File: src/hdl/u16u8_pkg.sv
`timescale 1ns / 1ps
// shared types, constants and byte-forming function for the utf-16 to utf-8 encoder
package u16u8_pkg;

  // width of the per-string byte counter, fixed to the width of byte_count
  localparam int CountW = 16;
  localparam int QDepth = 4;
  localparam int QPtrW  = $clog2(QDepth);

  typedef enum logic [1:0] {
    ST_OK    = 2'd0,
    ST_NOBUF = 2'd1,
    ST_TRUNC = 2'd2
  } status_t;

  // one queued job: up to two characters and an optional error word
  typedef struct packed {
    logic [20:0]       cp_a;
    logic [2:0]        len_a;
    logic [15:0]       cp_b;
    logic [1:0]        len_b;
    status_t           err;
    logic [2:0]        total;
    logic [CountW-1:0] base;
  } job_t;

  // byte k of the utf-8 form of cp, whose length is len
  function automatic logic [7:0] utf8_byte(input logic [20:0] cp, input logic [2:0] len,
                                           input logic [2:0] k);
    logic [7:0] b;
    b = 8'h00;
    case (len)
      3'd1: begin
        b = {1'b0, cp[6:0]};
      end
      3'd2: begin
        if (k == 3'd0) b = {3'b110, cp[10:6]};
        else           b = {2'b10, cp[5:0]};
      end
      3'd3: begin
        if (k == 3'd0)      b = {4'b1110, cp[15:12]};
        else if (k == 3'd1) b = {2'b10, cp[11:6]};
        else                b = {2'b10, cp[5:0]};
      end
      3'd4: begin
        if (k == 3'd0)      b = {5'b11110, cp[20:18]};
        else if (k == 3'd1) b = {2'b10, cp[17:12]};
        else if (k == 3'd2) b = {2'b10, cp[11:6]};
        else                b = {2'b10, cp[5:0]};
      end
      default: begin
        b = 8'h00;
      end
    endcase
    return b;
  endfunction

endpackage

File: src/hdl/u16u8_if.sv
`timescale 1ns / 1ps
// valid/ready channel interfaces for code units and utf-8 bytes
interface u16u8_in_if;
  logic        valid;
  logic        ready;
  logic [15:0] code_unit;
  logic        first_unit;
  logic        final_unit;

  modport source (output valid, code_unit, first_unit, final_unit, input ready);
  modport sink (input valid, code_unit, first_unit, final_unit, output ready);
endinterface

interface u16u8_out_if;
  logic        valid;
  logic        ready;
  logic [7:0]  out_byte;
  logic        last_byte;
  logic [1:0]  status;
  logic [15:0] byte_count;

  modport source (output valid, out_byte, last_byte, status, byte_count, input ready);
  modport sink (input valid, out_byte, last_byte, status, byte_count, output ready);
endinterface

File: src/hdl/u16u8_front.sv
`timescale 1ns / 1ps
// front end: takes code units, pairs surrogates, checks capacity, issues jobs
module u16u8_front (
  input  logic               clk,
  input  logic               rst_n,
  u16u8_in_if.sink           in_ch,
  input  logic               cfg_we,
  input  logic [15:0]        cfg_wdata,
  input  logic               q_full,
  output logic               q_push,
  output u16u8_pkg::job_t    q_data
);
  import u16u8_pkg::*;

  logic [15:0]       cap_r;
  logic              pend_r, pend_nxt;
  logic [9:0]        hi_r, hi_nxt;
  logic [CountW-1:0] bw_r, bw_nxt;
  logic              stop_r, stop_nxt;

  logic              accept;
  logic [15:0]       u;
  logic              pend, stop;
  logic [9:0]        hi;
  logic [CountW-1:0] bw;
  logic              is_hi, is_lo;
  logic [2:0]        la_full, la;
  logic [1:0]        lb_full, lb;
  logic [20:0]       cp_a;
  logic [CountW:0]   lim, sum_a, sum_ab;
  logic              fit_a, fit_ab;
  status_t           err;
  logic [2:0]        total;

  assign in_ch.ready = !q_full;
  assign accept      = in_ch.valid && !q_full;
  assign u           = in_ch.code_unit;

  // a first unit clears the string state before the unit is handled
  assign pend = in_ch.first_unit ? 1'b0 : pend_r;
  assign hi   = in_ch.first_unit ? 10'd0 : hi_r;
  assign bw   = in_ch.first_unit ? '0 : bw_r;
  assign stop = in_ch.first_unit ? 1'b0 : stop_r;

  assign is_hi = (u[15:10] == 6'b110110);
  assign is_lo = (u[15:10] == 6'b110111);

  assign la_full = !pend ? 3'd0 : (is_lo ? 3'd4 : 3'd3);
  assign lb_full = (u <= 16'h007F) ? 2'd1 : ((u <= 16'h07FF) ? 2'd2 : 2'd3);
  assign cp_a    = is_lo ? (21'h10000 + {1'b0, hi, u[9:0]}) : {5'b0, 6'b110110, hi};

  // capacity limit: the register or the counter maximum, whichever is smaller
  assign lim    = {1'b0, cap_r};
  assign sum_a  = {1'b0, bw} + {{(CountW - 2){1'b0}}, la_full};
  assign sum_ab = {1'b0, bw} + {{(CountW - 2){1'b0}}, la_full + {1'b0, lb_full}};
  assign fit_a  = (sum_a <= lim);
  assign fit_ab = (sum_ab <= lim);

  always_comb begin
    pend_nxt = pend;
    hi_nxt   = hi;
    stop_nxt = stop;
    la       = 3'd0;
    lb       = 2'd0;
    err      = ST_OK;
    if (!stop) begin
      pend_nxt = 1'b0;
      hi_nxt   = 10'd0;
      if (pend && !fit_a) begin
        err      = ST_NOBUF;
        stop_nxt = 1'b1;
      end else begin
        la = la_full;
        if (pend && is_lo) begin
          lb = 2'd0;
        end else if (is_hi) begin
          if (in_ch.final_unit) begin
            err      = ST_TRUNC;
            stop_nxt = 1'b1;
          end else begin
            pend_nxt = 1'b1;
            hi_nxt   = u[9:0];
          end
        end else if (fit_ab) begin
          lb = lb_full;
        end else begin
          err      = ST_NOBUF;
          stop_nxt = 1'b1;
        end
      end
    end
    bw_nxt = bw + {{(CountW - 3){1'b0}}, la + {1'b0, lb}};
    total  = la + {1'b0, lb} + ((err != ST_OK) ? 3'd1 : 3'd0);
  end

  assign q_push       = accept && (total != 3'd0);
  assign q_data.cp_a  = cp_a;
  assign q_data.len_a = la;
  assign q_data.cp_b  = u;
  assign q_data.len_b = lb;
  assign q_data.err   = err;
  assign q_data.total = total;
  assign q_data.base  = bw;

  always_ff @(posedge clk) begin
    if (!rst_n) begin
      cap_r  <= 16'hFFFF;
      pend_r <= 1'b0;
      hi_r   <= 10'd0;
      bw_r   <= '0;
      stop_r <= 1'b0;
    end else begin
      if (cfg_we) cap_r <= cfg_wdata;
      if (accept) begin
        pend_r <= pend_nxt;
        hi_r   <= hi_nxt;
        bw_r   <= bw_nxt;
        stop_r <= stop_nxt;
      end
    end
  end

endmodule

File: src/hdl/u16u8_fifo.sv
`timescale 1ns / 1ps
// short job queue between front and back
module u16u8_fifo (
  input  logic            clk,
  input  logic            rst_n,
  input  logic            push,
  input  u16u8_pkg::job_t push_data,
  output logic            full,
  input  logic            pop,
  output u16u8_pkg::job_t head,
  output logic            empty
);
  import u16u8_pkg::*;

  job_t             mem_r [QDepth];
  logic [QPtrW-1:0] wr_r, wr_nxt;
  logic [QPtrW-1:0] rd_r, rd_nxt;
  logic [QPtrW:0]   cnt_r, cnt_nxt;

  assign full  = (cnt_r == QDepth[QPtrW:0]);
  assign empty = (cnt_r == '0);
  assign head  = mem_r[rd_r];

  always_comb begin
    wr_nxt  = push ? wr_r + 1'b1 : wr_r;
    rd_nxt  = pop ? rd_r + 1'b1 : rd_r;
    cnt_nxt = cnt_r + (push ? 1'b1 : 1'b0) - (pop ? 1'b1 : 1'b0);
  end

  always_ff @(posedge clk) begin
    if (push) mem_r[wr_r] <= push_data;
  end

  always_ff @(posedge clk) begin
    if (!rst_n) begin
      wr_r  <= '0;
      rd_r  <= '0;
      cnt_r <= '0;
    end else begin
      wr_r  <= wr_nxt;
      rd_r  <= rd_nxt;
      cnt_r <= cnt_nxt;
    end
  end

endmodule

File: src/hdl/u16u8_back.sv
`timescale 1ns / 1ps
// back end: walks each job one word per cycle into the output register while the output is not stalled
module u16u8_back (
  input  logic            clk,
  input  logic            rst_n,
  input  u16u8_pkg::job_t head,
  input  logic            q_empty,
  output logic            q_pop,
  u16u8_out_if.source     out_ch
);
  import u16u8_pkg::*;

  logic [2:0]        idx_r, idx_nxt;
  logic              vld_r, vld_nxt;
  logic [7:0]        byte_r, byte_nxt;
  logic              last_r, last_nxt;
  status_t           st_r, st_nxt;
  logic [CountW-1:0] cnt_r, cnt_nxt;

  logic       load, step, in_a, is_err;
  logic [2:0] lab;

  assign load = !vld_r || out_ch.ready;
  assign step = !q_empty && load;
  assign lab  = head.len_a + {1'b0, head.len_b};
  assign in_a = (idx_r < head.len_a);
  assign is_err = !(idx_r < lab);
  assign q_pop = step && (idx_r == head.total - 3'd1);

  always_comb begin
    idx_nxt  = idx_r;
    vld_nxt  = vld_r && !out_ch.ready;
    byte_nxt = byte_r;
    last_nxt = last_r;
    st_nxt   = st_r;
    cnt_nxt  = cnt_r;
    if (step) begin
      vld_nxt  = 1'b1;
      idx_nxt  = q_pop ? 3'd0 : idx_r + 3'd1;
      last_nxt = q_pop;
      st_nxt   = is_err ? head.err : ST_OK;
      // error words carry the count so far, byte words include themselves
      cnt_nxt  = head.base + {{(CountW - 3){1'b0}}, idx_r}
               + (is_err ? {CountW{1'b0}} : {{(CountW - 1){1'b0}}, 1'b1});
      if (is_err)    byte_nxt = 8'h00;
      else if (in_a) byte_nxt = utf8_byte(head.cp_a, head.len_a, idx_r);
      else           byte_nxt = utf8_byte({5'b0, head.cp_b}, {1'b0, head.len_b},
                                          idx_r - head.len_a);
    end
  end

  assign out_ch.valid      = vld_r;
  assign out_ch.out_byte   = byte_r;
  assign out_ch.last_byte  = last_r;
  assign out_ch.status     = st_r;
  assign out_ch.byte_count = cnt_r;

  always_ff @(posedge clk) begin
    if (!rst_n) begin
      idx_r <= 3'd0;
      vld_r <= 1'b0;
    end else begin
      idx_r <= idx_nxt;
      vld_r <= vld_nxt;
    end
  end

  always_ff @(posedge clk) begin
    byte_r <= byte_nxt;
    last_r <= last_nxt;
    st_r   <= st_nxt;
    cnt_r  <= cnt_nxt;
  end

endmodule

File: src/hdl/utf16_to_utf8_encoder.sv
`timescale 1ns / 1ps
// Top level of the utf-16 to utf-8 encoder. Code units arrive one word at a time on in_ch
// and utf-8 bytes leave one word per cycle on out_ch unless out_ch.ready stalls them. A code
// unit that completes a character produces one to four byte words (up to six when a held
// high surrogate is flushed as three bytes ahead of a new character); a high surrogate that
// is not final is held and produces nothing. The front end takes a new code unit every cycle
// as long as its four-entry job queue has room, so input and output stall independently;
// sustained throughput is set by the output side at one byte per cycle while out_ch is not
// stalled. The first byte of an accepted unit passes through the job queue and then the
// output register before it is presented on out_ch. A character is only emitted if all its
// bytes fit under out_capacity; otherwise a single error word (byte zero, status insufficient
// buffer) is sent and the string is stopped until the next first_unit. A high surrogate on
// the final unit gives a truncated-pair error word. The last word caused by each input
// carries last_byte. cfg_we/cfg_wdata write out_capacity (reset 65535) and should only be
// used while the block is idle.
module utf16_to_utf8_encoder (
  input  logic         clk,
  input  logic         rst_n,
  u16u8_in_if.sink     in_ch,
  u16u8_out_if.source  out_ch,
  input  logic         cfg_we,
  input  logic [15:0]  cfg_wdata
);
  import u16u8_pkg::*;

  // job queue hookup
  logic q_push, q_pop, q_full, q_empty;
  job_t q_wdata, q_head;

  // front: surrogate pairing, capacity check, string state
  u16u8_front u_front (
    .clk       (clk),
    .rst_n     (rst_n),
    .in_ch     (in_ch),
    .cfg_we    (cfg_we),
    .cfg_wdata (cfg_wdata),
    .q_full    (q_full),
    .q_push    (q_push),
    .q_data    (q_wdata)
  );

  // decoupling queue, one entry per input that yields words
  u16u8_fifo u_fifo (
    .clk       (clk),
    .rst_n     (rst_n),
    .push      (q_push),
    .push_data (q_wdata),
    .full      (q_full),
    .pop       (q_pop),
    .head      (q_head),
    .empty     (q_empty)
  );

  // back: byte serializer with registered output
  u16u8_back u_back (
    .clk     (clk),
    .rst_n   (rst_n),
    .head    (q_head),
    .q_empty (q_empty),
    .q_pop   (q_pop),
    .out_ch  (out_ch)
  );

endmodule

File: src/flat_wrapper.sv
// flat-port wrapper written by rule: the top's interface ports become plain ports
module utf16_to_utf8_encoder_flat import u16u8_pkg::*;
  (clk, rst_n, cfg_we, cfg_wdata, in_ch_valid, in_ch_code_unit, in_ch_first_unit, in_ch_final_unit, in_ch_ready, out_ch_valid, out_ch_out_byte, out_ch_last_byte, out_ch_status, out_ch_byte_count, out_ch_ready);
  u16u8_in_if in_ch_i ();
  u16u8_out_if out_ch_i ();
  input  logic clk;
  input  logic rst_n;
  input  logic cfg_we;
  input  logic [15:0] cfg_wdata;
  input wire logic [$bits(in_ch_i.valid)-1:0] in_ch_valid;
  input wire logic [$bits(in_ch_i.code_unit)-1:0] in_ch_code_unit;
  input wire logic [$bits(in_ch_i.first_unit)-1:0] in_ch_first_unit;
  input wire logic [$bits(in_ch_i.final_unit)-1:0] in_ch_final_unit;
  output wire logic [$bits(in_ch_i.ready)-1:0] in_ch_ready;
  output wire logic [$bits(out_ch_i.valid)-1:0] out_ch_valid;
  output wire logic [$bits(out_ch_i.out_byte)-1:0] out_ch_out_byte;
  output wire logic [$bits(out_ch_i.last_byte)-1:0] out_ch_last_byte;
  output wire logic [$bits(out_ch_i.status)-1:0] out_ch_status;
  output wire logic [$bits(out_ch_i.byte_count)-1:0] out_ch_byte_count;
  input wire logic [$bits(out_ch_i.ready)-1:0] out_ch_ready;
  assign in_ch_i.valid = in_ch_valid;
  assign in_ch_i.code_unit = in_ch_code_unit;
  assign in_ch_i.first_unit = in_ch_first_unit;
  assign in_ch_i.final_unit = in_ch_final_unit;
  assign in_ch_ready = in_ch_i.ready;
  assign out_ch_valid = out_ch_i.valid;
  assign out_ch_out_byte = out_ch_i.out_byte;
  assign out_ch_last_byte = out_ch_i.last_byte;
  assign out_ch_status = out_ch_i.status;
  assign out_ch_byte_count = out_ch_i.byte_count;
  assign out_ch_i.ready = out_ch_ready;
  utf16_to_utf8_encoder u_core (.clk(clk), .rst_n(rst_n), .in_ch(in_ch_i), .out_ch(out_ch_i), .cfg_we(cfg_we), .cfg_wdata(cfg_wdata));
endmodule
File: config.mk
export PLATFORM = sky130hd
export DESIGN_NAME = utf16_to_utf8_encoder_flat
export DESIGN_NICKNAME = d
export VERILOG_FILES = /design/src/hdl/u16u8_pkg.sv /design/src/hdl/u16u8_if.sv /design/src/hdl/u16u8_front.sv /design/src/hdl/u16u8_fifo.sv /design/src/hdl/u16u8_back.sv /design/src/hdl/utf16_to_utf8_encoder.sv /design/src/flat_wrapper.sv
export SDC_FILE = /design/constraint.sdc
export NUM_CORES = 1
export LEC_CHECK = 0
export BUFFER_PORTS_ARGS = -buffer_cell sky130_fd_sc_hd__buf_4
export CORE_MARGIN = 2
export CORE_UTILIZATION = 56
export CTS_CLUSTER_SIZE = 8
export DETAILED_ROUTE_END_ITERATION = 8
export PLACE_DENSITY_LB_ADDON = 0.05
export SYNTH_ARGS = -nofsm -noshare
export SYNTH_HDL_FRONTEND = slang
export SYNTH_HIERARCHICAL = 1
export SYNTH_SLANG_ARGS = --single-unit
File: constraint.sdc
create_clock -name clk -period 7.7 [get_ports clk]
set_input_delay 0.77 -clock clk [delete_from_list [all_inputs] [get_ports clk]]
set_output_delay 0.77 -clock clk [all_outputs]
set_load 0.1 [all_outputs]
# After elaboration in Yosys (flattened, before gate mapping)
# Memory sizes are Yosys's and may differ from the RTL's. A register that Yosys moved wholly into a read port is not among the register bits.
# Cells that the tools add are included.
# totals
register_bits	82
ramBits	252
inputBits	39
output_inout_bits	29
elab_cells	130
memories	1
# memory_table
memory	words	width	rd	rd_ports_with_merged_regs	write_ports	line	source
u_core.u_fifo.mem_r	4	63	1	1	1	u16u8_fifo.sv:15	job_t mem_r [QDepth];
# op_classes
add_sub_neg	17
order_cmp	6
n_eq_ne	14
muxes	60
reduce_logical	18
# ops
cell	count
2-to-1 mux 10 bit	6
2-to-1 mux 7 bit	5
adder 16 x 3 -> 17 bit	2
<= comparator 17 x 16 -> 1 bit	2
adder 16 x 3 -> 16 bit	2
one-hot mux 8 bit (4 select lines)	1
2-to-1 mux 2 bit	13
2-to-1 mux 6 bit	4
one-hot mux 8 bit (3 select lines)	1
2-to-1 mux 1 bit	22
adder 17 x 20 -> 21 bit (first input constant)	1
2-to-1 mux 21 bit	1
adder 16 x 1 -> 16 bit	1
<= comparator 16 x 11 -> 1 bit (second input constant)	1
<= comparator 16 x 7 -> 1 bit (second input constant)	1
2-to-1 mux 16 bit	1
2-to-1 mux 3 bit	5
== test 6 bit (second input constant)	2
adder 3 x 2 -> 3 bit	3
== test 3 x 1 -> 1 bit (second input constant)	3
== test 3 x 2 -> 1 bit (second input constant)	3
zero test 3 bit	3
2-to-1 mux 8 bit	1
logical AND 1 bit	7
15 further kinds	24

# Longest topological paths before layout
# Gate-level depths: netlist of run 1.
# logic_depth
ltp_word	19
depth_mapped	31

# By module
# The synthesis of run 1 kept the hierarchy.
# by_module_without_submodules
mod	instances	cells_each	area_each_um2	seq_area_each_um2
u16u8_fifo	1	372	9605.5	7747.4
u16u8_front	1	515	4013.8	880.8
u16u8_back	1	268	2610.0	890.9

# Least setup slack after synthesis of run 1
# OpenSTA, ideal clock, no wires.
# synth_timing
path_type	input port to flip-flop
startpoint	input in_ch_code_unit[15]
endpoint	memory u_core/u_fifo/mem_r[0][0] in the netlist's numbering (enable)
setup_ps	427
arrival_ps	8029
required_ps	7273
slack_ps	-756
path_stages	28
path_cell_list	nand4_1 > nor2_1 > and2_1 > buf_2 > nor2_1 > ha_1 > xor2_1 > xnor2_1 > ha_1 > a21o_1 > a21oi_1 > or2_2 > nor2_1 > xor2_1 > ha_1 > nand2_1 > or4_4 > o32a_1 > o2111ai_1 > nand3_2 > nor4b_2 > ha_1 > fa_1 > ha_1 > xnor2_1 > and3_1 > o41a_1 > and2_1
# synth_lines
item	line	source
start, declared	flat_wrapper.sv:11	input wire logic [$bits(in_ch_i.code_unit)-1:0] in_ch_code_unit;
end, declared	u16u8_fifo.sv:15	

==> results of run 1 <==
area by class of cell:
| type | count | area (um^2) |
|---|---|---|
| Clock buffer | 76 | 1340 |
| Clock inverter | 3 | 45.0 |
| Fill cell | 2131 | 10000 |
| Inverter | 56 | 210 |
| Multi-Input combinational cell | 696 | 6050 |
| Sequential cell | 336 | 9520 |
| Tap cell | 384 | 480 |
| Timing Repair Buffer | 114 | 956 |
routing by layer:
metal | wire (um) | vias to the layer above
met5 | 0 | -
met2 | 18200 | 226
met3 | 1530 | 56
met4 | 1090 | 0
met1 | 14700 | 4858
li1 | - | 4550
power by group through the flow:
stage / Clock (mW) / Combinational (mW) / Sequential (mW)
after global routing: 2.02 / 2.34 / 2.42
after CTS: 1.94 / 2.21 / 2.40
after global placement: 0 / 2.19 / 2.42
after detailed placement: 0 / 2.20 / 2.43
after floorplan: 0 / 1.17 / 2.94
final: 1.90 / 2.19 / 2.39
final timing paths:
kind                                          endpoint
setup reg to reg     u_core/u_fifo/cnt_r[2]$_SDFF_PN0_
hold reg to reg    u_core/u_front/bw_r[2]$_SDFFE_PN0P_
hold / removal    u_core/u_fifo/mem_r[3][38]$_DFFE_PP_
setup / recovery     u_core/u_fifo/cnt_r[2]$_SDFF_PN0_
state kept, by name, summed over array words and instances (netlist names), named ones only:
signal,flops
u_core/u_fifo/rd_r,2
u_core/u_front/cap_r,16
u_core/u_fifo/cnt_r,3
u_core/u_fifo/wr_r,2
u_core/u_front/stop_r,1
u_core/u_back/out_ch.out_byte,8
u_core/u_front/hi_r,10
u_core/u_back/out_ch.valid,1
u_core/u_fifo/mem_r,252
u_core/u_back/out_ch.last_byte,1
u_core/u_back/idx_r,3
u_core/u_front/pend_r,1
u_core/u_back/out_ch.status,2
u_core/u_back/out_ch.byte_count,16
u_core/u_front/bw_r,16
metrics by stage:
stage	hold WS (ns)	cell area, um^2	power, mW	std cells
after floorplan	0.417	16200	4.12	1155
after global placement	0.447	17200	4.61	1586
after detailed placement	0.449	17200	4.63	1586
after CTS	0.434	18600	6.55	1665
after global routing	0.434	18600	6.78	1665
final	0.450	18600	6.49	1665
cells by family (layout without fill, tap and decap cells):
family | Yosys count | after routing | synth area share [%]
multiplexers | 81 | 81 | 10.0
flip-flops | 336 | 336 | 58.7
adder cells (fa/ha/maj) | 74 | 74 | 6.12
AO/OA/AOI/OAI | 160 | 160 | 7.21
buffers and inverters | 123 | 249 | 4.19
AND/OR/NAND/NOR | 315 | 315 | 10.2
XOR/XNOR | 66 | 66 | 3.65
worst max-delay path, delay by kind of cell:
kind	cells	cell delay, ns
simple gates	10	2.27
fa+ha+maj	8	2.23
compound gates	5	1.29
xor+xnor	5	1.04
buf+inv	1	0.11
placed cells by master, fill, tap and decap left out, drive strengths merged, types with 5 or more instances in the layout:
master	n
nor2	67
nand3b	5
xnor2	40
a21oi	25
nand2	89
nor3b	6
mux4	63
and2	22
a21o	13
o211ai	20
buf	114
clkbuf	76
inv	58
a22o	11
nand4	9
mux2i	8
nor3	13
nand3	21
edfxtp	279
dfxtp	57
and3	10
o21ai	22
nor4b	5
o2111ai	5
o31ai	5
xor2	25
fa	9
nor2b	27
a21boi	6
ha	65
a31oi	6
and4b	6
nand2b	19
mux2	10
synthesized netlist by cell type (4+ instances only):
master                      count  share of area, %
sky130_fd_sc_hd__a31oi_1        6              0.23
sky130_fd_sc_hd__mux2i_1        8              0.49
sky130_fd_sc_hd__clkbuf_1      23              0.53
sky130_fd_sc_hd__nand2_1       88               2.0
sky130_fd_sc_hd__or2_2          4              0.15
sky130_fd_sc_hd__buf_2         14              0.43
sky130_fd_sc_hd__xnor2_1       40               2.2
sky130_fd_sc_hd__nand3_1       20              0.62
sky130_fd_sc_hd__mux2_1         5              0.35
sky130_fd_sc_hd__o31ai_1        5              0.23
sky130_fd_sc_hd__nor2_1        66               1.5
sky130_fd_sc_hd__edfxtp_1     279                52
sky130_fd_sc_hd__nand3b_1       5              0.23
sky130_fd_sc_hd__nor3b_1        4              0.19
sky130_fd_sc_hd__buf_4         19              0.88
sky130_fd_sc_hd__a2bb2oi_1      4              0.22
sky130_fd_sc_hd__a22o_1        11              0.59
sky130_fd_sc_hd__nand4_1        9              0.35
sky130_fd_sc_hd__a22oi_1        4              0.19
sky130_fd_sc_hd__nor2b_1       27               1.0
sky130_fd_sc_hd__nand2b_1      19              0.73
sky130_fd_sc_hd__and3_1        10              0.39
sky130_fd_sc_hd__ha_1          65               5.0
sky130_fd_sc_hd__a21o_1        12              0.56
sky130_fd_sc_hd__inv_1         56               1.3
sky130_fd_sc_hd__fa_1           9               1.1
sky130_fd_sc_hd__xor2_1        25               1.3
sky130_fd_sc_hd__o21a_1         4              0.19
sky130_fd_sc_hd__nor3_1        13              0.40
sky130_fd_sc_hd__dfxtp_1       57               7.0
sky130_fd_sc_hd__and4b_1        6              0.37
sky130_fd_sc_hd__and2_1        22              0.85
sky130_fd_sc_hd__buf_12         6              0.74
sky130_fd_sc_hd__nor4b_1        4              0.22
sky130_fd_sc_hd__o21ai_0       20              0.62
sky130_fd_sc_hd__a21oi_1       24              0.74
sky130_fd_sc_hd__o211ai_1      20              0.93
sky130_fd_sc_hd__o2111ai_1      5              0.27
sky130_fd_sc_hd__mux2_2         5              0.35
sky130_fd_sc_hd__mux4_2        60               8.3
sky130_fd_sc_hd__a211oi_1       4              0.19
sky130_fd_sc_hd__o22ai_1        4              0.15
==> parameters.txt, run 1 <==
Parameter                              Value

Critical path
  Largest stage delay on the critical path    0.56 ns
  Startpoint types    input pin
  Cell occurring most often along the worst timing path    sky130_fd_sc_hd__ha_1
  Critical Setup Path Class    in -> reg
  Internal reg-to-reg setup slack    0.64 ns
  Number of cells on the worst reg-to-reg path    28
  Critical path arrival    7.69 ns
  Beginning of the critical path    in_ch_code_unit[10]
  Largest driver fanout on the critical path    3
  Critical Path End Type    register
  Worst EP required    8.12 ns
  Worst-path cell with the longest stage delay    sky130_fd_sc_hd__or4_1
  Reg-to-Reg Start    u_core/u_front/pend_r$_SDFFE_PN0P_

GRT
  Total global-route track usage    24.0%
  GR Util met3    3.65%
  Global routing's busiest layer    met2
  Total overflow reported by the global router    0
  Antenna violations before repair    0
  Vias in the first global route    9930
  Met1 Usage GRT    30.2%
  Wire length of the first global-routing pass    55600 um
  Maximum number of pins on one net before global-route repair    43
  Met2 layer usage reported by global route    42.5%

Power and ir drop
  Clock share of power    29.3%
  Share of total power consumed by net switching    35.4%
  Static leakage    7.01 nW
  Worst vdd ir    0.000233 V
  Share of total power in sequential cells    36.9%
  Net switching power    2.29 mW
  Combinational group share of total power    33.8%
  Pwr dens    349 mW/mm^2
  Cell internal power dissipation    4.19 mW

Place
  Worst slack after detailed placement    -0.0919 ns
  DP HPWL    24600 um
  Last weighted congestion value of the routability-driven placer    0.896
  Total of buffers placed on input and output ports    67

Route
  Pre-antenna DRT Iters    5
  Final ANT Viol Nets    0
  Total number of vias    9690
  Overall routed net length    35600 um
  Avg Vias per Cell    5.82
  1st-iter DRT viols    614
  Remaining DRCs    0
  Post-detailed-route wirelength per cell    21.4 um

Clock tree
  Number of buffers inserted by post-CTS setup repair    0
  Clk_lat worst skew    0.55 ns
  Number of buffers added by the clock tree synthesis step    48
  Clock slew at reported path FFs    0.05 ns
  Hold-fix buffer count after cts    0
  Count of instances resized after the clock tree is built    0
  Deepest level of the CTS H-tree    2
  Clk sinks    336
  TritonCTS clock tree    done
  Clk buf depth    3
  CTS root buf    sky130_fd_sc_hd__clkbuf_16

Synthesis
  Warnings, synthesis    6
  Fraction of synthesis flops using an asynchronous set or reset pin    0%
  Synthesized area per cell    14.1 um^2
  Post-Synthesis Cell Area    0.0162 mm^2
  Post-synthesis net count    1268
  Library cells used by synthesis    86
  Synthesis-stage register bit count    336
  Number of instances in the synthesized netlist    1155
  Most used flip-flop cell after synthesis    sky130_fd_sc_hd__edfxtp_1
  Sequential fraction of the synthesis area    58.7%
  EDFF count, synth    279

Hold path
  Min-Delay Path Depth    1
  Class of the most critical hold timing path    in -> reg
  Worst min-delay path startpoint    in_ch_code_unit[15]

STA
  Relative slew slack    35.4%
  Maximum achievable frequency    137 MHz
  Total count of hold-check failures in the final report    0
  Transition time of the tightest slew-check pin    0.966 ns
  Setup repair after global routing missed its margin    false
  Slew Viols, Final    0
  Worst path setup slack after routing    0.426 ns
  Part of the cycle the worst path needs    94.5%
  Post-Route Skew    0.0170 ns
  TNS Setup    0 ns
  Fin crit period    7.27 ns
  Total of endpoints with negative setup slack in the final report    0

Layout
  Post-layout net count    1365
  Number of diodes    0
  Synthesis-to-layout area growth    14.6%
  Final Core Density    65.0%
  Fraction of layout cells with a size suffix above 1    20.5%

Floorplanning
  Die Ht    174 um
  Die footprint    0.0304 mm^2
  Die width    174 um
  Standard cell core area    0.0286 mm^2
  Number of placement rows    62
  I/O pin total    68
  Initial core utilization    56.7%

Flow run
  Maxcap violations    0

Outcome
  Outcome    complete, no violations
No activity file was read; power rests on OpenSTA's default activity.
==> inputs of run 2 (changes only) <==
--- a/config.mk
+++ b/config.mk
@@ -7,9 +7,10 @@
 export LEC_CHECK = 0
 export BUFFER_PORTS_ARGS = -buffer_cell sky130_fd_sc_hd__buf_4
 export CORE_MARGIN = 2
-export CORE_UTILIZATION = 56
+export CORE_UTILIZATION = 64
 export CTS_CLUSTER_SIZE = 8
 export DETAILED_ROUTE_END_ITERATION = 8
+export GPL_TIMING_DRIVEN = 0
 export PLACE_DENSITY_LB_ADDON = 0.05
 export SYNTH_ARGS = -nofsm -noshare
 export SYNTH_HDL_FRONTEND = slang
==> constraint.sdc (replaced) <==
create_clock -name clk -period 8.5 [get_ports clk]
set_input_delay 0.85 -clock clk [delete_from_list [all_inputs] [get_ports clk]]
set_output_delay 0.85 -clock clk [all_outputs]
set_load 0.1 [all_outputs]
==> run 2 against run 1 <==
Clock skew up 0.0054 ns. Critical path type unchanged. Largest cell class unchanged. Total power fell by 8.6%. Global-route usage rose by 4.5 points. Highest routed layer unchanged. Largest power group unchanged. Critical endpoint unchanged. Critical path depth increased by 2. Core utilization increased by 9.8 points.
==> parameters.txt, run 2 (synthesis gave the netlist of run 1 again) <==
Parameter                              Value

Outcome
  Outcome    complete, no violations

Critical path
  Startpoint types    input pin
  Worst-path cell with the longest stage delay    sky130_fd_sc_hd__or4_4
  Reg-to-Reg Start    u_core/u_front/pend_r$_SDFFE_PN0P_
  Critical Setup Path Class    in -> reg
  Critical path arrival    8.54 ns (+0.85 ns)
  Cell occurring most often along the worst timing path    sky130_fd_sc_hd__ha_1
  Largest stage delay on the critical path    0.54 ns (-0.02 ns)
  Beginning of the critical path    in_ch_code_unit[15]
  Critical Path End Type    register
  Largest driver fanout on the critical path    10 (+7)
  Worst EP required    8.92 ns (+0.80 ns)

Clock tree
  Number of buffers added by the clock tree synthesis step    47 (-2.1%)
  Clk buf depth    3 (unchanged)
  Clock slew at reported path FFs    0.05 ns (about the same)
  Clk_lat worst skew    0.54 ns (about the same)
  Clk sinks    336 (unchanged)
  CTS root buf    sky130_fd_sc_hd__clkbuf_16
  Deepest level of the CTS H-tree    2 (unchanged)
  TritonCTS clock tree    done

Route
  Pre-antenna DRT Iters    5 (unchanged)
  Avg Vias per Cell    6.04 (+3.8%)
  Post-detailed-route wirelength per cell    22.1 um (+3.3%)
  Remaining DRCs    0 (unchanged)
  Total number of vias    9957 (+2.8%)
  Overall routed net length    36400 um (+2.3%)
  Final ANT Viol Nets    0 (unchanged)
  1st-iter DRT viols    759 (+24%)

STA
  Worst-case hold slack    0.452 ns (+0.00183 ns)
  Maximum achievable frequency    123 MHz
  Part of the cycle the worst path needs    95.5%
  Total of endpoints with negative setup slack in the final report    0 (unchanged)
  TNS Setup    0 ns (unchanged)
  Transition time of the tightest slew-check pin    0.878 ns (-0.0879 ns)
  Slew Viols, Final    0 (unchanged)
  Post-Route Skew    0.0225 ns (+0.00544 ns)
  Fin crit period    8.12 ns
  Relative slew slack    40.7% (+5.2 points)
  Total count of hold-check failures in the final report    0 (unchanged)

Layout
  Most common cell after layout, fill and taps aside    sky130_fd_sc_hd__edfxtp_1
  Final std cell area, no fill    0.0187 mm^2 (+0.67%)
  Synthesis-to-layout area growth    15.4%
  Number of flip-flops in the largest register    252 (unchanged)
  Top library cells by usage in the layout, fill and taps aside    279 x sky130_fd_sc_hd__edfxtp_1, 89 x sky130_fd_sc_hd__buf_4, 88 x sky130_fd_sc_hd__nand2_1, 65 x sky130_fd_sc_hd__ha_1, 64 x sky130_fd_sc_hd__nor2_1
  Post-layout net count    1392 (+2.0%)
  Register ranked first by flip-flop count    u_core/u_fifo/mem_r
  Fraction of layout cells with a size suffix above 1    20.0% (-0.41 points)

Flow run
  Maxcap violations    0 (unchanged)

GRT
  Maximum number of pins on one net before global-route repair    57 (+33%)
  Antenna violations before repair    1 (+1)
  Total global-route track usage    28.5% (+4.5 points)
  Wire length of the first global-routing pass    57300 um (+3.1%)
  Total overflow reported by the global router    0 (unchanged)
  Vias in the first global route    10300 (+3.5%)

Place
  Standard cell area after detailed placement    0.0173 mm^2 (+0.41%)
  Last weighted congestion value of the routability-driven placer    0.888 (-0.95%)
  DP HPWL    25100 um (+2.2%)
  Total of buffers placed on input and output ports    67 (unchanged)

Floorplanning
  Die footprint    0.0266 mm^2 (-12%)
  Standard cell core area    0.0250 mm^2 (-13%)
  Die Ht    163 um (-6.3%)
  I/O pin total    68 (unchanged)
  Number of placement rows    58 (-6.5%)
  Die width    163 um (-6.3%)
  Initial core utilization    64.8% (+8.1 points)

Hold path
  Class of the most critical hold timing path    reg -> reg
  Worst min-delay path startpoint    u_core/u_front/pend_r$_SDFFE_PN0P_

Power and ir drop
  Worst vdd ir    0.000303 V (+30%)
  Static leakage    7.09 nW (+1.1%)
  Pwr dens    317 mW/mm^2 (-9.2%)
## run 2: stage by stage
stage	utilization, %	std cells	worst slack (ns)	total power [mW]
5_1_grt	74.8	1647	-0.0208	6.18
2_1_floorplan	-	1155	0.637	3.73
3_5_place_dp	69.0	1557	-0.606	4.25
4_1_cts	74.5	1644	0.0182	5.96
6_report	74.8	1648	0.378	5.93
3_3_place_gp	68.5	1552	-1.13	4.19
## run 2: per-layer routing
layer	GRT usage (%)	wire (um)	vias to the layer above
met5	0	0	-
met4	8.17	835	0
met3	3.83	1890	60
met2	51.4	19200	305
met1	36.2	14500	4985
li1	-	-	4607
## run 2: timing repair
action                                  in CTS  in global routing
setup buffers                                0                  3
hold buffers                                 0                  0
hold endpoints to repair                     0                  0
cloned                                       0                  0
endpoints found under the setup margin      26                240
resized for setup                            1                  7
pin swaps                                    0                  3
## run 2: report_power, final
part | total (mW) | switching, mW | internal, mW | leakage [nW]
logic | 2.07 | 1.36 | 0.708 | 3.33
registers | 2.15 | 0.0769 | 2.08 | 3.11
clock network | 1.70 | 0.648 | 1.05 | 0.647
total | 5.93 | 2.09 | 3.84 | 7.09
## run 2: final timing paths
path	end	slack, ns	cells after the start
max reg2reg	u_core/u_fifo/cnt_r[2]$_SDFF_PN0_	0.83	28
min reg2reg	u_core/u_front/pend_r$_SDFFE_PN0P_	0.45	1
min	u_core/u_front/pend_r$_SDFFE_PN0P_	0.45	1
max	u_core/u_fifo/cnt_r[2]$_SDFF_PN0_	0.38	31
## run 2: layout make-up
type | instances | area [um^2]
antenna | 1 | 2.50
clock inverter | 2 | 25.0
inverter | 56 | 210
buffer | 67 | 472
sequential | 336 | 9520
tap | 330 | 413
fill | 1603 | 6310
timing repair buffer | 75 | 656
clock buffer | 85 | 1340
multi-input combinational | 696 | 6090
## run 2: critical path: cells and delay by family
kind,cells,cell delay [ns]
AO/OA/AOI/OAI,5,1.38
XOR/XNOR,5,1.09
adder cells (fa/ha/maj),8,2.52
buffers and inverters,2,0.37
AND/OR/NAND/NOR,11,2.32
==> inputs of run 3 (changes only) <==
--- a/config.mk
+++ b/config.mk
@@ -11,7 +11,8 @@
 export CTS_CLUSTER_SIZE = 8
 export DETAILED_ROUTE_END_ITERATION = 8
 export GPL_TIMING_DRIVEN = 0
-export PLACE_DENSITY_LB_ADDON = 0.05
+export MAX_ROUTING_LAYER = met4
+export PLACE_DENSITY = 0.81
 export SYNTH_ARGS = -nofsm -noshare
 export SYNTH_HDL_FRONTEND = slang
 export SYNTH_HIERARCHICAL = 1
==> constraint.sdc (replaced) <==
create_clock -name clk -period 8.5 [get_ports clk]
set_input_delay 2.125 -clock clk [delete_from_list [all_inputs] [get_ports clk]]
set_output_delay 2.125 -clock clk [all_outputs]
set_load 0.1 [all_outputs]
==> run 3 against run 2 <==
The flow now finishes with violations (setup timing). Critical path type unchanged. Combinational power rose by 7%. Setup slack lost 0.57 ns. First-iteration DRC count rose by 94%.
==> parameters.txt, run 3 (synthesis gave the netlist of run 1 again) <==
Parameter                              Value

STA
  Slew Viols, Final    0 (unchanged)
  Setup repair after global routing missed its margin    true
  TNS Setup    -23.64 ns (-23.64 ns)
  Transition time of the tightest slew-check pin    1.05 ns (+0.173 ns)
  Total count of hold-check failures in the final report    0 (unchanged)
  Maximum achievable frequency    115 MHz (-6.5%)
  Part of the cycle the worst path needs    102% (+6.7 points)
  Total of endpoints with negative setup slack in the final report    269 (+269)
  Worst-case hold slack    0.465 ns (+0.0133 ns)
  Fin crit period    8.69 ns (+0.569 ns)
  Worst path setup slack after routing    -0.191 ns (-0.569 ns)
  Post-Route Skew    0.0174 ns (-0.00508 ns)
  Relative slew slack    29.9% (-11 points)

Route
  Post-detailed-route wirelength per cell    27.1 um (+23%)
  Total number of vias    11500 (+15%)
  Pre-antenna DRT Iters    6 (+1)
  1st-iter DRT viols    1470 (+94%)
  Avg Vias per Cell    6.60 (+9.3%)
  Overall routed net length    46900 um (+29%)
  Final ANT Viol Nets    0 (unchanged)
  Remaining DRCs    0 (unchanged)

Layout
  Synthesis-to-layout area growth    20.8%
  Fraction of layout cells with a size suffix above 1    26.8% (+6.8 points)
  Top library cells by usage in the layout, fill and taps aside    279 x sky130_fd_sc_hd__edfxtp_1, 148 x sky130_fd_sc_hd__buf_4, 83 x sky130_fd_sc_hd__nand2_1, 62 x sky130_fd_sc_hd__nor2_1, 61 x sky130_fd_sc_hd__ha_1
  # fillers    1410 (-12%)
  Post-layout net count    1474 (+5.9%)
  Final Core Density    78.3% (+3.5 points)
  Most common cell after layout, fill and taps aside    sky130_fd_sc_hd__edfxtp_1
  Number of flip-flops in the largest register    252 (unchanged)
  Register ranked first by flip-flop count    u_core/u_fifo/mem_r
  Count of placed standard cells in the final layout, fillers left out    1734 (+5.2%)
  Final std cell area, no fill    0.0196 mm^2 (+4.7%)

GRT
  Antenna violations before repair    3 (+2)
  Met1 Usage GRT    39.9% (+3.7 points)
  Vias in the first global route    11100 (+8.4%)
  Total overflow reported by the global router    0 (unchanged)
  Global routing's busiest layer    met2
  GR Util met3    6.83% (+3.0 points)
  Maximum number of pins on one net before global-route repair    34 (-40%)
  Total global-route track usage    34.4% (+5.9 points)
  Wire length of the first global-routing pass    65300 um (+14%)
  Met2 layer usage reported by global route    55.9% (+4.5 points)

Hold path
  Class of the most critical hold timing path    reg -> reg
  Min-Delay Path Depth    2 (+1)
  Capture endpoint of the worst hold path    u_core/u_front/bw_r[2]$_SDFFE_PN0P_
  Worst min-delay path startpoint    u_core/u_front/bw_r[2]$_SDFFE_PN0P_

Outcome
  Outcome    finished, violations left
  Failing checks    setup timing

Floorplanning
  Die footprint    0.0266 mm^2 (unchanged)
  Die Ht    163 um (unchanged)
  Die width    163 um (unchanged)
  Standard cell core area    0.0250 mm^2 (unchanged)
  Initial core utilization    64.8% (unchanged)
  I/O pin total    68 (unchanged)
  Number of placement rows    58 (unchanged)

Critical path
  Cell occurring most often along the worst timing path    sky130_fd_sc_hd__ha_4
  Startpoint types    input pin
  Worst-path cell with the longest stage delay    sky130_fd_sc_hd__fa_2
  Critical Path End Type    register
  Internal reg-to-reg setup slack    1.38 ns (+0.55 ns)
  Critical Setup Path Class    in -> reg
  Critical path arrival    9.12 ns (+0.58 ns)
  Number of cells on the worst reg-to-reg path    27 (-3.6%)
  Largest driver fanout on the critical path    5 (-5)
  Worst EP required    8.92 ns (about the same)
  Largest stage delay on the critical path    0.58 ns (+0.04 ns)
  Reg-to-Reg Start    u_core/u_front/pend_r$_SDFFE_PN0P_
  Worst reg2reg path endpoint    u_core/u_fifo/cnt_r[2]$_SDFF_PN0_

Flow run
  Maxcap violations    0 (unchanged)

Place
  Number of instances in the placed design    1552 (-0.32%)
  Worst slack after detailed placement    -1.58 ns (-0.972 ns)
  DP HPWL    24700 um (-1.4%)
  Last weighted congestion value of the routability-driven placer    0.900 (+1.4%)
  Total of buffers placed on input and output ports    67 (unchanged)
  Standard cell area after detailed placement    0.0172 mm^2 (-0.38%)

Clock tree
  Number of buffers added by the clock tree synthesis step    48 (+2.1%)
  TritonCTS clock tree    done
  Clk buf depth    3 (unchanged)
  Hold-fix buffer count after cts    0 (unchanged)
  Clk_lat worst skew    0.55 ns (about the same)
  Clock slew at reported path FFs    0.05 ns (about the same)
  Deepest level of the CTS H-tree    2 (unchanged)
  CTS root buf    sky130_fd_sc_hd__clkbuf_16
  Clk sinks    336 (unchanged)

Power and ir drop
  Static leakage    7.57 nW (+6.8%)
  Worst vdd ir    0.000291 V (-4.2%)
  Pwr dens    314 mW/mm^2 (-0.73%)
  Overall power of the completed layout    6.16 mW (+3.9%)
## run 3: per-layer routing
| metal | part of all wire (%) | vias up |
|---|---|---|
| li1 | - | 4807 |
| met2 | 48 | 797 |
| met4 | 7.9 | 0 |
| met1 | 35 | 5583 |
| met5 | 0 | - |
| met3 | 9.7 | 265 |
## run 3: critical path, delay by kind of cell
kind	cells	cell delay (ns)
compound gates	5	1.29
xor+xnor	5	0.82
fa+ha+maj	7	2.11
buf+inv	2	0.20
simple gates	11	2.57
## run 3: cell type report
type                       count  area, um^2  area share, %
clock buffer                  86        1370           6.97
sequential                   336        9520           48.6
timing repair buffer         137        1080           5.52
antenna                        3        7.51         0.0383
multi-input combinational    716        6490           33.1
clock inverter                 4        28.8          0.147
tap                          330         413           2.11
inverter                      56         214           1.09
buffer                        66         475           2.43
## run 3: how the worst max path moves through the flow
stage / startpoint / endpoint / slack (ns) / cells past startpoint
global placement: in_ch_first_unit / u_core/u_fifo/mem_r[0][7]$_DFFE_PP_ / -1.42 / 25
detailed placement: in_ch_first_unit / u_core/u_fifo/mem_r[3][7]$_DFFE_PP_ / -1.58 / 25
global route: in_ch_code_unit[12] / u_core/u_fifo/cnt_r[2]$_SDFF_PN0_ / -0.27 / 31
floorplan: in_ch_code_unit[12] / u_core/u_fifo/cnt_r[1]$_SDFF_PN0_ / 0.01 / 30
finish: in_ch_code_unit[12] / u_core/u_fifo/cnt_r[2]$_SDFF_PN0_ / -0.19 / 30
CTS: in_ch_code_unit[14] / u_core/u_fifo/cnt_r[2]$_SDFF_PN0_ / 0.0003 / 32
## run 3: repair_timing
action	in CTS	in global routing
setup endpoints to repair	267	313
gates cloned	11	9
setup buffers	58	17
pin swaps	14	34
gates resized for setup	23	53
## run 3: where the power goes
group          leakage (nW)  internal (mW)  switching, mW
sequential             3.11           2.08         0.0890
combinational          3.79          0.729           1.49
clock                 0.665           1.08          0.699
total                  7.57           3.89           2.27
